===== src/rtl/nfcs_pkg.sv =====
// Package for the NOR flash command sequencer: action and result codes,
// command words, unlock offsets and the burst descriptor types.
// No dependencies.
`default_nettype none

package nfcs_pkg;

  typedef enum logic [1:0] {
    ACT_RESET   = 2'd0,
    ACT_PROGRAM = 2'd1,
    ACT_ERASE   = 2'd2,
    ACT_STATUS  = 2'd3
  } action_e;

  typedef enum logic [1:0] {
    OP_WRITE = 2'd0,
    OP_READ  = 2'd1,
    OP_DONE  = 2'd2
  } op_kind_e;

  typedef enum logic [1:0] {
    PH_IDLE   = 2'd0,
    PH_FIRST  = 2'd1,
    PH_SECOND = 2'd2
  } phase_e;

  // Address offset selector of one bus operation
  typedef enum logic [1:0] {
    ASEL_ZERO    = 2'd0,
    ASEL_UNLOCK1 = 2'd1,
    ASEL_UNLOCK2 = 2'd2,
    ASEL_TARGET  = 2'd3
  } addr_sel_e;

  typedef enum logic {
    REG_FLASH_BASE  = 1'b0,
    REG_RETRY_LIMIT = 1'b1
  } reg_index_e;

  localparam logic [15:0] CMD_RESET    = 16'h00F0;
  localparam logic [15:0] CMD_UNLOCK_A = 16'h00AA;
  localparam logic [15:0] CMD_UNLOCK_B = 16'h0055;
  localparam logic [15:0] CMD_PROGRAM  = 16'h00A0;
  localparam logic [15:0] CMD_ERASE    = 16'h0080;
  localparam logic [15:0] CMD_SECTOR   = 16'h0030;

  // Word addresses 555 and 2AA, shifted for 16-bit words
  localparam logic [11:0] UNLOCK1_OFF = 12'hAAA;
  localparam logic [11:0] UNLOCK2_OFF = 12'h554;

  localparam logic [7:0] TOGGLE_MASK = 8'h44;  // bits 6 and 2
  localparam logic [7:0] ERROR_MASK  = 8'hA0;  // bits 7 and 5
  localparam logic [7:0] RETRY_RESET = 8'd100;

  localparam int unsigned MaxOps = 8;

  typedef struct packed {
    op_kind_e   kind;
    addr_sel_e  asel;
    logic [15:0] value;
    logic        failed;
  } op_t;

  typedef struct packed {
    op_t [MaxOps-1:0] ops;
    logic [2:0]       last;   // index of the final operation
  } burst_t;

  function automatic op_t mk_op(op_kind_e kind, addr_sel_e asel, logic [15:0] value,
                                logic failed);
    op_t o;
    o.kind   = kind;
    o.asel   = asel;
    o.value  = value;
    o.failed = failed;
    return o;
  endfunction

endpackage

`default_nettype wire


===== src/rtl/nfcs_decode.sv =====
// Command decoder: holds the sequencer state and turns one input transfer
// into a burst of up to eight bus operations. Depends on nfcs_pkg.
`default_nettype none

module nfcs_decode #(
  parameter int unsigned OFFSET_BITS = 21
) (
  input  wire logic                     clk_i,
  input  wire logic                     rst_ni,
  input  wire logic                     accept_i,
  input  wire nfcs_pkg::action_e        action_i,
  input  wire logic [OFFSET_BITS-1:0]   offset_i,
  input  wire logic [15:0]              value_i,
  input  wire logic [7:0]               retry_limit_i,
  output nfcs_pkg::burst_t              burst_o,
  output logic                          has_ops_o,
  output logic [OFFSET_BITS-1:0]        target_o
);
  import nfcs_pkg::*;

  phase_e                 phase_q, phase_d;
  logic                   erase_q, erase_d;
  logic [OFFSET_BITS-1:0] target_q, target_d;
  logic [15:0]            pword_q, pword_d;
  logic [7:0]             attempts_q, attempts_d;
  logic [7:0]             status_q, status_d;

  op_t [6:0]   att;
  logic [2:0]  att_last;
  logic        att_erase;
  logic [15:0] att_word;
  logic        new_cmd;
  logic        st_error;
  logic        st_toggle;

  always_ff @(posedge clk_i or negedge rst_ni) begin
    if (!rst_ni) begin
      phase_q    <= PH_IDLE;
      erase_q    <= 1'b0;
      target_q   <= '0;
      pword_q    <= '0;
      attempts_q <= '0;
      status_q   <= '0;
    end else if (accept_i) begin
      phase_q    <= phase_d;
      erase_q    <= erase_d;
      target_q   <= target_d;
      pword_q    <= pword_d;
      attempts_q <= attempts_d;
      status_q   <= status_d;
    end
  end

  assign new_cmd   = (action_i == ACT_PROGRAM || action_i == ACT_ERASE) && phase_q == PH_IDLE;
  assign att_erase = new_cmd ? (action_i == ACT_ERASE) : erase_q;
  assign att_word  = new_cmd ? ((action_i == ACT_PROGRAM) ? value_i : 16'h0000) : pword_q;
  assign target_o  = new_cmd ? offset_i : target_q;

  assign st_error  = |(status_q & ERROR_MASK);
  assign st_toggle = |((status_q ^ value_i[7:0]) & TOGGLE_MASK);

  // Unlock and command writes of one attempt, closed by the first status read
  always_comb begin
    att    = '0;
    att[0] = mk_op(OP_WRITE, ASEL_UNLOCK1, CMD_UNLOCK_A, 1'b0);
    att[1] = mk_op(OP_WRITE, ASEL_UNLOCK2, CMD_UNLOCK_B, 1'b0);
    if (att_erase) begin
      att[2]   = mk_op(OP_WRITE, ASEL_UNLOCK1, CMD_ERASE, 1'b0);
      att[3]   = mk_op(OP_WRITE, ASEL_UNLOCK1, CMD_UNLOCK_A, 1'b0);
      att[4]   = mk_op(OP_WRITE, ASEL_UNLOCK2, CMD_UNLOCK_B, 1'b0);
      att[5]   = mk_op(OP_WRITE, ASEL_TARGET, CMD_SECTOR, 1'b0);
      att[6]   = mk_op(OP_READ, ASEL_ZERO, 16'h0000, 1'b0);
      att_last = 3'd6;
    end else begin
      att[2]   = mk_op(OP_WRITE, ASEL_UNLOCK1, CMD_PROGRAM, 1'b0);
      att[3]   = mk_op(OP_WRITE, ASEL_TARGET, att_word, 1'b0);
      att[4]   = mk_op(OP_READ, ASEL_ZERO, 16'h0000, 1'b0);
      att_last = 3'd4;
    end
  end

  always_comb begin
    phase_d    = phase_q;
    erase_d    = erase_q;
    target_d   = target_q;
    pword_d    = pword_q;
    attempts_d = attempts_q;
    status_d   = status_q;
    burst_o    = '0;
    has_ops_o  = 1'b0;
    case (action_i)
      ACT_RESET: begin
        burst_o.ops[0] = mk_op(OP_WRITE, ASEL_ZERO, CMD_RESET, 1'b0);
        burst_o.ops[1] = mk_op(OP_DONE, ASEL_ZERO, 16'h0000, 1'b0);
        burst_o.last   = 3'd1;
        has_ops_o      = 1'b1;
        phase_d        = PH_IDLE;
      end
      ACT_PROGRAM, ACT_ERASE: begin
        if (new_cmd) begin
          erase_d    = att_erase;
          target_d   = offset_i;
          pword_d    = att_word;
          attempts_d = 8'd1;
          phase_d    = PH_FIRST;
          for (int i = 0; i < 7; i++) burst_o.ops[i] = att[i];
          burst_o.last = att_last;
          has_ops_o    = 1'b1;
        end
      end
      ACT_STATUS: begin
        case (phase_q)
          PH_FIRST: begin
            status_d       = value_i[7:0];
            burst_o.ops[0] = mk_op(OP_READ, ASEL_ZERO, 16'h0000, 1'b0);
            burst_o.last   = 3'd0;
            has_ops_o      = 1'b1;
            phase_d        = PH_SECOND;
          end
          PH_SECOND: begin
            has_ops_o = 1'b1;
            if (st_error) begin
              burst_o.ops[0] = mk_op(OP_WRITE, ASEL_ZERO, CMD_RESET, 1'b0);
              if (attempts_q < retry_limit_i) begin
                // Reset the device, then replay the whole attempt
                for (int i = 1; i < MaxOps; i++) burst_o.ops[i] = att[i-1];
                burst_o.last = att_last + 3'd1;
                attempts_d   = attempts_q + 8'd1;
                phase_d      = PH_FIRST;
              end else begin
                burst_o.ops[1] = mk_op(OP_DONE, ASEL_ZERO, 16'h0000, 1'b1);
                burst_o.last   = 3'd1;
                phase_d        = PH_IDLE;
              end
            end else if (!st_toggle) begin
              if (erase_q) begin
                burst_o.ops[0] = mk_op(OP_WRITE, ASEL_ZERO, CMD_RESET, 1'b0);
                burst_o.ops[1] = mk_op(OP_DONE, ASEL_ZERO, 16'h0000, 1'b0);
                burst_o.last   = 3'd1;
              end else begin
                burst_o.ops[0] = mk_op(OP_DONE, ASEL_ZERO, 16'h0000, 1'b0);
                burst_o.last   = 3'd0;
              end
              phase_d = PH_IDLE;
            end else begin
              burst_o.ops[0] = mk_op(OP_READ, ASEL_ZERO, 16'h0000, 1'b0);
              burst_o.last   = 3'd0;
              phase_d        = PH_FIRST;
            end
          end
          default: ;
        endcase
      end
      default: ;
    endcase
  end

endmodule

`default_nettype wire


===== src/rtl/nfcs_emit.sv =====
// Result stage: holds one decoded burst and hands its bus operations out one
// transfer at a time, forming the absolute address. Depends on nfcs_pkg.
`default_nettype none

module nfcs_emit #(
  parameter int unsigned OFFSET_BITS = 21
) (
  input  wire logic                   clk_i,
  input  wire logic                   rst_ni,
  input  wire logic                   load_i,
  input  wire nfcs_pkg::burst_t       burst_i,
  input  wire logic [OFFSET_BITS-1:0] target_i,
  input  wire logic [31:0]            flash_base_i,
  input  wire logic                   out_ready_i,
  output logic                        out_valid_o,
  output logic                        out_last_o,
  output logic                        free_o,
  output nfcs_pkg::op_kind_e          op_kind_o,
  output logic [31:0]                 bus_address_o,
  output logic [15:0]                 bus_value_o,
  output logic                        failed_o
);
  import nfcs_pkg::*;

  logic                   busy_q, busy_d;
  burst_t                 burst_q;
  logic [2:0]             idx_q, idx_d;
  logic [OFFSET_BITS-1:0] target_q;
  op_t                    cur;
  logic [31:0]            off;
  logic                   take;

  assign take        = busy_q && out_ready_i;
  assign out_valid_o = busy_q;
  assign out_last_o  = idx_q == burst_q.last;
  assign free_o      = !busy_q || (take && out_last_o);

  always_comb begin
    busy_d = busy_q;
    idx_d  = idx_q;
    if (load_i) begin
      busy_d = 1'b1;
      idx_d  = 3'd0;
    end else if (take && out_last_o) begin
      busy_d = 1'b0;
    end else if (take) begin
      idx_d = idx_q + 3'd1;
    end
  end

  always_ff @(posedge clk_i or negedge rst_ni) begin
    if (!rst_ni) begin
      busy_q <= 1'b0;
      idx_q  <= '0;
    end else begin
      busy_q <= busy_d;
      idx_q  <= idx_d;
    end
  end

  // Burst payload, held until the next load
  always_ff @(posedge clk_i) begin
    if (load_i) begin
      burst_q  <= burst_i;
      target_q <= target_i;
    end
  end

  assign cur = burst_q.ops[idx_q];

  always_comb begin
    case (cur.asel)
      ASEL_ZERO:    off = '0;
      ASEL_UNLOCK1: off = 32'(UNLOCK1_OFF);
      ASEL_UNLOCK2: off = 32'(UNLOCK2_OFF);
      ASEL_TARGET:  off = 32'(target_q);
      default:      off = '0;
    endcase
  end

  assign op_kind_o     = cur.kind;
  assign bus_address_o = (cur.kind == OP_DONE) ? 32'h0 : flash_base_i + off;
  assign bus_value_o   = cur.value;
  assign failed_o      = cur.failed;

endmodule

`default_nettype wire


===== src/rtl/nor_flash_command_sequencer_unit.sv =====
// Timing: the first bus operation of a command is shown the cycle after its
// input transfer; a burst drains one operation per accepted output transfer.
// Throughput: one input per burst, as the burst holding register sets it;
// single-op bursts (status polls) take one input per cycle if not stalled.
// Reset: asynchronous, active low; idle phase, base 0, retry limit 100.
`default_nettype none

module nor_flash_command_sequencer_unit #(
  parameter int unsigned OFFSET_BITS = 21
) (
  input  wire logic        clk_i,
  input  wire logic        rst_ni,
  // Configuration writes
  input  wire logic        cfg_valid_i,
  output logic             cfg_ready_o,
  input  wire logic [7:0]  cfg_index_i,
  input  wire logic [31:0] cfg_data_i,
  // Commands and status read data
  input  wire logic        s_axis_tvalid,
  output logic             s_axis_tready,
  // offset [OFFSET_BITS-1:0], value [OFFSET_BITS+15:OFFSET_BITS], zero pad
  input  wire logic [8*((OFFSET_BITS+16+7)/8)-1:0] s_axis_tdata,
  input  wire logic [1:0]  s_axis_tuser,     // action
  // Bus operations
  output logic             m_axis_tvalid,
  input  wire logic        m_axis_tready,
  // bus_address [31:0], bus_value [47:32], failed [48], zero pad [55:49]
  output logic [55:0]      m_axis_tdata,
  output logic [1:0]       m_axis_tuser,     // op_kind
  output logic             m_axis_tlast      // last_of_run
);
  import nfcs_pkg::*;

  logic [31:0] flash_base_q;
  logic [7:0]  retry_limit_q;
  logic        accept;
  logic        free;
  burst_t      burst;
  logic        has_ops;
  logic [OFFSET_BITS-1:0] target;
  op_kind_e    op_kind;
  logic [31:0] bus_address;
  logic [15:0] bus_value;
  logic        failed;

  assign cfg_ready_o = 1'b1;

  always_ff @(posedge clk_i or negedge rst_ni) begin
    if (!rst_ni) begin
      flash_base_q  <= '0;
      retry_limit_q <= RETRY_RESET;
    end else if (cfg_valid_i && cfg_index_i[7:1] == 7'd0) begin
      case (reg_index_e'(cfg_index_i[0]))
        REG_FLASH_BASE:  flash_base_q  <= cfg_data_i;
        REG_RETRY_LIMIT: retry_limit_q <= cfg_data_i[7:0];
        default: ;
      endcase
    end
  end

  assign s_axis_tready = free;
  assign accept        = s_axis_tvalid && free;

  nfcs_decode #(
    .OFFSET_BITS(OFFSET_BITS)
  ) u_decode (
    .clk_i         (clk_i),
    .rst_ni        (rst_ni),
    .accept_i      (accept),
    .action_i      (action_e'(s_axis_tuser)),
    .offset_i      (s_axis_tdata[OFFSET_BITS-1:0]),
    .value_i       (s_axis_tdata[OFFSET_BITS+15:OFFSET_BITS]),
    .retry_limit_i (retry_limit_q),
    .burst_o       (burst),
    .has_ops_o     (has_ops),
    .target_o      (target)
  );

  nfcs_emit #(
    .OFFSET_BITS(OFFSET_BITS)
  ) u_emit (
    .clk_i         (clk_i),
    .rst_ni        (rst_ni),
    .load_i        (accept && has_ops),
    .burst_i       (burst),
    .target_i      (target),
    .flash_base_i  (flash_base_q),
    .out_ready_i   (m_axis_tready),
    .out_valid_o   (m_axis_tvalid),
    .out_last_o    (m_axis_tlast),
    .free_o        (free),
    .op_kind_o     (op_kind),
    .bus_address_o (bus_address),
    .bus_value_o   (bus_value),
    .failed_o      (failed)
  );

  assign m_axis_tuser = op_kind;
  assign m_axis_tdata = {7'd0, failed, bus_value, bus_address};

endmodule

`default_nettype wire

===== config.mk =====
export PLATFORM = sky130hd
export DESIGN_NAME = nor_flash_command_sequencer_unit
export DESIGN_NICKNAME = d
export VERILOG_FILES = /design/src/rtl/nfcs_pkg.sv /design/src/rtl/nfcs_decode.sv /design/src/rtl/nfcs_emit.sv /design/src/rtl/nor_flash_command_sequencer_unit.sv
export SDC_FILE = /design/constraint.sdc
export NUM_CORES = 1
export LEC_CHECK = 0
export BUFFER_PORTS_ARGS = -buffer_cell sky130_fd_sc_hd__buf_4
export CAP_MARGIN = 20
export CORE_UTILIZATION = 30
export CTS_CLUSTER_DIAMETER = 100
export CTS_CLUSTER_SIZE = 40
export DETAILED_ROUTE_END_ITERATION = 12
export MAX_ROUTING_LAYER = met4
export PLACE_DENSITY = 0.56
export SYNTH_ARGS = -nofsm -noshare
export SYNTH_HDL_FRONTEND = slang
export SYNTH_SLANG_ARGS = --single-unit

===== constraint.sdc =====
create_clock -name clk_i -period 7.3 [get_ports clk_i]
set_input_delay 0.73 -clock clk_i [delete_from_list [all_inputs] [get_ports clk_i]]
set_output_delay 0.73 -clock clk_i [all_outputs]
set_load 0.05 [all_outputs]

### Word-level counts from Yosys, hierarchy flattened

Cells that the tools add are included.
W data, S select, Z words.

| storage, ports and cells | value |
|---|---|
| output and inout port bits | 62 |
| input port bits | 87 |
| word-level logic and storage cells | 141 |
| register bits | 291 |

| operators by class | value |
|---|---|
| reductions and logical operators | 29 |
| muxes and demuxes | 44 |
| bitwise operators | 2 |
| equal/unequal tests | 16 |
| add/subtract/negate cells | 4 |
| order comparisons | 2 |

Operators by type and width:

| kind | number |
|---|---|
| $mux W105 | 2 |
| $pmux W105 S2 | 1 |
| $mux W149 | 1 |
| $pmux W45 S3 | 1 |
| $pmux W32 S4 | 1 |
| $mux W126 | 1 |
| $mux W21 | 5 |
| $bmux W21 S3 | 1 |
| $mux W62 | 1 |
| $mux W24 | 2 |
| $pmux W24 S2 | 1 |
| $mux W45 | 1 |
| $mux W41 | 1 |
| $add A32 B32 Y32 | 1 |
| $mux W16 | 2 |
| $mux W32 | 1 |
| $mux W8 | 4 |
| $pmux W8 S2 | 1 |
| $eq A2 B2 Y1 const B | 6 |
| $mux W3 | 4 |
| $reduce_and A3 Y1 | 3 |
| $add A8 B1 Y8 const B | 1 |
| $lt A8 B8 Y1 | 1 |
| $mux W1 | 8 |
| other kinds (23) | 46 |

### Longest topological paths before layout

| depth | value |
|---|---|
| word-level depth | 10 |
| depth in mapped cells | 17 |
| mapped depth without buffers | 16 |

### Hierarchy

From an unflattened synthesis, not the netlist that was laid out.

| second synthesis, totals | value |
|---|---|
| cells, all modules | 1244 |
| area total of the unflattened synthesis | 15110.7 um2 |

Modules (own cells, without submodules):

| module | sequential area each (um2) | area each (um2) | times used | cells an instance |
|---|---|---|---|---|
| nfcs_emit | 5865.6 | 9195.1 | 1 | 582 |
| nfcs_decode | 1301.2 | 4267.8 | 1 | 560 |
| nor_flash_command_sequencer_unit | 1004.7 | 1647.8 | 1 | 102 |

### Worst setup path after synthesis

No wires, ideal clock.

| timing path | value |
|---|---|
| path kind | input -> register |
| start point | input port s_axis_tuser[0] |
| end point | register u_emit.burst_q[0] in the netlist's numbering (enable) |
| buffers on the path | 1 |
| setup slack | 1.502 ns |
| setup time | 0.528 ns |
| arrival | 5.270 ns |
| cell stages on the path | 7 |
| required time | 6.772 ns |
| path through | inv_1 ha_1 nand2_1 inv_1 clkbuf_1 nor2_1 a21oi_1 |

| on the way | value |
|---|---|
| longest elaborated chain between the ends | 6 |
| elaborated cells on any way between the ends | 10 |
| those cells by class | eq/ne (3); mux (2); reduce/logical (5) |

RTL lines:

| what | RTL line | text |
|---|---|---|
| start, declared | nor_flash_command_sequencer_unit.sv:23 | `input wire logic [1:0] s_axis_tuser,` |
| $eq A2 B1 Y1 or $eq A2 B2 Y1 (tied branches) | nfcs_decode.sv:54, nfcs_decode.sv:91 |  |
| $logic_or A1 B1 Y1 | nfcs_decode.sv:54 | `assign new_cmd = (action_i == ACT_PROGRAM \|\| action_i == ACT_ERASE) && phase_q == PH_IDLE;` |
| $logic_and A1 B1 Y1 | nfcs_decode.sv:54 |  |
| $mux W1 | nfcs_decode.sv:100 | `if (new_cmd) begin` |
| $pmux W1 S3 * | nfcs_decode.sv:91 | `case (action_i)` |
| $logic_and A1 B1 Y1 * | nor_flash_command_sequencer_unit.sv:84 | `.load_i (accept && has_ops),` |
| end signal, assigned | nfcs_emit.sv:64 | `burst_q <= burst_i;` |
| end, declared | nfcs_emit.sv:26 | `burst_t burst_q;` |

Mark *: on every way between the ends. The rest lies on a longest branch, timed or not.
A chain may end at the register's enable or synchronous reset.

### Final worst setup path

| timing path | value |
|---|---|
| start point | register u_emit.idx_q[1] |
| end point | output port m_axis_tdata[22] |

| on the way | value |
|---|---|
| longest elaborated chain between the ends | 6 |
| elaborated cells on any way between the ends | 10 |
| those cells by class | add/sub (1); eq/ne (4); mux (4); reduce/logical (1) |

RTL lines:

| what | RTL line | text |
|---|---|---|
| start, declared | nfcs_emit.sv:27 | `logic [2:0] idx_q, idx_d;` |
| start signal, assigned | nfcs_emit.sv:57 | `idx_q <= idx_d;` |
| $bmux W21 S3 * | nfcs_emit.sv:69 | `assign cur = burst_q.ops[idx_q];` |
| $mux W21 (implied by the code) * | nfcs_emit.sv:69 |  |
| $eq A2 B2 Y1 (tied with other cells) | nfcs_emit.sv:72 | `case (cur.asel)` |
| $pmux W32 S4 | nfcs_emit.sv:72 |  |
| $add A32 B32 Y32 | nfcs_emit.sv:82 | `assign bus_address_o = (cur.kind == OP_DONE) ? 32'h0 : flash_base_i + off;` |
| $mux W32 * | nfcs_emit.sv:82 |  |
| end, declared | nor_flash_command_sequencer_unit.sv:28 | `output logic [55:0] m_axis_tdata,` |

Mark *: on every way between the ends. The rest lies on a longest branch, timed or not. The select of a mux whose other input is x is not followed.

==> results.rst <==
.. list-table::
   :header-rows: 1

   * - Metric
     - Value
   * - Number of buffers inserted during clock tree synthesis
     - 17
   * - Nets
     - around 1200
   * - Global-route usage over all layers
     - 0.159
   * - Clock slew seen by the registers of the worst setup and hold paths
     - 60 ps
   * - Fmax
     - 172 MHz
   * - Global placer's final weighted congestion
     - 0.837
   * - Worst Path Max Fanout
     - 29
   * - Aggregate negative setup slack
     - 0 ps
   * - Die footprint
     - 31900 um2
   * - Worst setup endpoint
     - m_axis_tdata[22]
   * - Clock Tree Root
     - sky130_fd_sc_hd__clkbuf_16
   * - Unrepaired setup endpoints after global routing
     - no
   * - PwrDens
     - 412 nW/um2
   * - Hold violation total from the final report
     - 0
   * - Final cycle utilization of the critical path
     - 0.794
   * - Layout Skew
     - 8.86 ps
   * - Per-instance average area after synthesis
     - 9.63 um2
   * - Overflow after GRT
     - 0
   * - Cell types with the largest area share after synthesis
     - sky130_fd_sc_hd__dfrtp_1 25%, sky130_fd_sc_hd__edfxtp_1 22%, sky130_fd_sc_hd__nand2_1 7.2%, sky130_fd_sc_hd__mux2_2 6.7%, sky130_fd_sc_hd__ha_1 5.2%
   * - Run status
     - completed
   * - Number of antenna-violating nets in the routed design
     - 0
   * - Die W
     - ~180 um
   * - Origin of the critical flop-to-flop path
     - u_decode.phase_q[1]$_DFFE_PN0P_
   * - Initial core utilization
     - 0.305
   * - Lkg Pwr
     - 5.05 nW
   * - Final hold slack
     - 344 ps
   * - Post-Syn Instances
     - between 900 and 1000
   * - Simple-Gate Fraction of Synth Area
     - 0.180
   * - Estimated wirelength of the detail-placed design
     - 17.0 mm
   * - Drt wl/cell
     - 15.9 um
   * - WL met2
     - roughly 11 mm
   * - Tightest Pin Transition
     - around 990 ps
   * - Min setup slack post-route
     - 1500 ps
   * - Gates resized, CTS repair
     - 0
   * - Setup slack at placement
     - 1910 ps
   * - Number of ports placed on the die boundary
     - 149
   * - Vias in the first global route
     - 6905
   * - Critical Path End Type
     - primary output
   * - Top-area cell type share of the netlist area
     - 0.249
   * - Die Ht
     - 179 um
   * - Area added between synthesis and finish
     - 20.6%
   * - # rows
     - 64
   * - Prevailing post-synth register cell
     - sky130_fd_sc_hd__dfrtp_1
   * - Sequential cell area fraction in the yosys report
     - 0.481
   * - Clk sink count
     - 166
   * - Total DRC errors in the routed layout
     - 0
   * - Post-CTS setup repair buffer count
     - 0
   * - Layout cells sized above 1
     - 0.225
   * - H-tree levels
     - 4
   * - Violation count after the first detailed-routing iteration
     - 479
   * - Detailed Routing Iterations Pass 1
     - 5
   * - Pins over their slew limit
     - 0
   * - Worst min path class
     - in2async
   * - Number of max-cap violations
     - 0
   * - Clk buf depth
     - 2
   * - Area of the core
     - 30700 um2
   * - Uppermost metal layer occupied by signal nets
     - met4
   * - Clock period minus worst slack
     - 5800 ps
   * - Worst R2R Setup Slack
     - 4000 ps
   * - Routed vias
     - around 7200
   * - Count of flip-flops with a built-in enable after synthesis
     - 70
   * - Utilization of the core after routing
     - 0.368
   * - Number of port buffers
     - 137
   * - Global-route wire length before repair
     - approximately 38 mm
   * - Number of distinct library cell variants in the gate-level netlist after synthesis
     - 66
   * - Cell with the most instances after synthesis
     - sky130_fd_sc_hd__nand2_1
   * - Crit path DAT
     - 5070 ps
   * - Beginning of the critical path
     - u_emit.idx_q[1]$_DFFE_PN0P_
   * - Count of state elements after synthesis
     - 166
   * - Kind of critical path
     - reg2out
   * - Post-synth top area cell
     - sky130_fd_sc_hd__dfrtp_1
   * - TritonCTS clock tree
     - yes
   * - Number of warnings issued by yosys
     - 0
   * - Critical Path RT
     - around 6600 ps
   * - Filler cell count
     - 3104
   * - Initial antenna violation count
     - 0
   * - Wire length on met3
     - around 1.2 mm
   * - Async set or reset register ratio after synthesis
     - 0.578
   * - Per-cell via count in the routed design
     - 4.83
   * - Worst vdd rail ir drop
     - between 300 and 400 uV
   * - Routed length on met1
     - 11.2 mm
   * - Path depth of the worst reg2reg path
     - 9
   * - Post-CTS Hold Buffers
     - 0
   * - Worst-skew pair later-pin latency
     - between 400 and 500 ps
   * - Post-synthesis adder-cell area fraction
     - 0.0543
   * - Area of the mapped netlist
     - 9360 um2
   * - Area share of xor/xnor cells in the synthesized design
     - 0.0335
   * - Mux cell area share after synthesis
     - 0.0878
   * - Top cells by instance count after synthesis
     - 179 x sky130_fd_sc_hd__nand2_1, 97 x sky130_fd_sc_hd__nor2_1, 93 x sky130_fd_sc_hd__dfrtp_1
   * - Worst R2R End
     - u_emit.target_q[10]$_DFFE_PP_
   * - Fraction of the mapped netlist area in compound gates
     - 0.121
   * - Final WL
     - 23.8 mm
   * - Largest net degree at the start of global routing
     - 62
   * - Final setup fails
     - 0
   * - Ant diodes
     - 0
   * - Worst setup SP type
     - flip-flop
   * - Tightest slew margin relative to the limit
     - 0.336
   * - Largest family of logic cells by synthesized area
     - simple AND/OR/NAND/NOR gates
-- worst min path at each step --
stage                                            to  cells after the start  slack [ps]                            start
finish                 retry_limit_q[3]$_DFFE_PN0P_                      1         340                           rst_ni
global route           retry_limit_q[3]$_DFFE_PN0P_                      1         390                           rst_ni
CTS                    retry_limit_q[3]$_DFFE_PN0P_                      1         380                           rst_ni
detailed placement  u_decode.pword_q[8]$_DFFE_PN0P_                      2         470  u_decode.pword_q[8]$_DFFE_PN0P_
global placement    u_decode.pword_q[8]$_DFFE_PN0P_                      2         460  u_decode.pword_q[8]$_DFFE_PN0P_
floorplan               flash_base_q[0]$_DFFE_PN0P_                      0         430                           rst_ni
-- registers in the layout, indices dropped and copies added (netlist names) --
register and flops:
u_emit.burst_q 49, flash_base_q 32, u_decode.target_q 21, u_emit.target_q 21
u_decode.pword_q 16, retry_limit_q 8, u_decode.attempts_q 8, u_decode.status_q 4
u_emit.idx_q 3, u_decode.phase_q 2, u_decode.erase_q 1, u_emit.out_valid_o 1
-- placed cells by master, fill, tap and decap left out, types with 7 or more instances in the layout --
cell type                   netlist  routed
sky130_fd_sc_hd__nand2_1        179     179
sky130_fd_sc_hd__buf_4            9     147
sky130_fd_sc_hd__nor2_1          97      96
sky130_fd_sc_hd__dfrtp_1         93      93
sky130_fd_sc_hd__edfxtp_1        70      70
sky130_fd_sc_hd__o21ai_0         57      57
sky130_fd_sc_hd__mux2_2          56      56
sky130_fd_sc_hd__a21oi_1         52      51
sky130_fd_sc_hd__ha_1            39      39
sky130_fd_sc_hd__inv_1           34      34
sky130_fd_sc_hd__nand3_1         23      23
sky130_fd_sc_hd__xor2_1          21      21
sky130_fd_sc_hd__and3_1          20      20
sky130_fd_sc_hd__clkbuf_16        0      17
sky130_fd_sc_hd__a31oi_1         15      15
sky130_fd_sc_hd__and2_1          15      15
sky130_fd_sc_hd__xnor2_1         13      13
sky130_fd_sc_hd__nand4_1         10      10
sky130_fd_sc_hd__mux2i_1          9       9
sky130_fd_sc_hd__nand2b_1         9       9
sky130_fd_sc_hd__a22o_1           9       9
sky130_fd_sc_hd__nor3_1           8       8
sky130_fd_sc_hd__a21o_1           8       8
sky130_fd_sc_hd__conb_1           2       8
sky130_fd_sc_hd__a211oi_1         7       7
sky130_fd_sc_hd__mux2_1           7       7
-- through the flow --
stage	instances	power, mW	cell area (um2)
floorplan	978	3.15	9390
global placement	1466	3.83	10800
detailed placement	1466	3.86	10800
CTS	1498	4.69	11300
global route	1499	4.96	11300
finish	1499	4.65	11300
-- cell type report --
class                   count  area, um2  area share
multi-input cells         721       4520       0.400
flip-flops and latches    166       4510       0.399
repair buffers            148       1120      0.0995
well taps                 396        495      0.0439
clock buffers              19        433      0.0383
inverters                  36        136      0.0121
clock inverters            13       82.6     0.00731
-- worst max-delay path, cell delays in order (launching register included) --
cell,delay (ps)
sky130_fd_sc_hd__dfrtp_1,930
sky130_fd_sc_hd__nand2_1,150
sky130_fd_sc_hd__nor2_1,310
sky130_fd_sc_hd__o31ai_2,100
sky130_fd_sc_hd__buf_4,220
sky130_fd_sc_hd__nor2_1,390
sky130_fd_sc_hd__and2_1,230
sky130_fd_sc_hd__ha_1,180
sky130_fd_sc_hd__inv_1,60
sky130_fd_sc_hd__fa_1,390
sky130_fd_sc_hd__nand3b_1,190
sky130_fd_sc_hd__a21oi_1,270
sky130_fd_sc_hd__o21ai_0,180
sky130_fd_sc_hd__a21oi_1,370
sky130_fd_sc_hd__o21ai_0,200
sky130_fd_sc_hd__xor2_1,170
sky130_fd_sc_hd__nor2_1,90
sky130_fd_sc_hd__buf_4,200
-- cell families after synthesis --
kind of cell,count (synthesis)
simple gates,382
compound gates,183
flops,166
buf+inv,91
mux,73
fa+ha+maj,40
xor+xnor,35
other cells,2
-- report_power, final --
| group | leakage [nW] | total, mW | internal [mW] | switching [mW] |
|---|---|---|---|---|
| sequential | 1.89 | 1.37 | 1.23 | 0.141 |
| combinational | 2.91 | 2.45 | 0.789 | 1.67 |
| clock | 0.254 | 0.819 | 0.432 | 0.387 |
| total | 5.05 | 4.65 | 2.46 | 2.19 |
-- metal layers --
layer,vias to the layer above,GRT usage
met5,-,-
li1,3615,-
met1,3409,0.211
met3,24,0.0274
met4,0,0.0484
met2,194,0.246
Note: power is estimated with default switching activity, not from simulation.
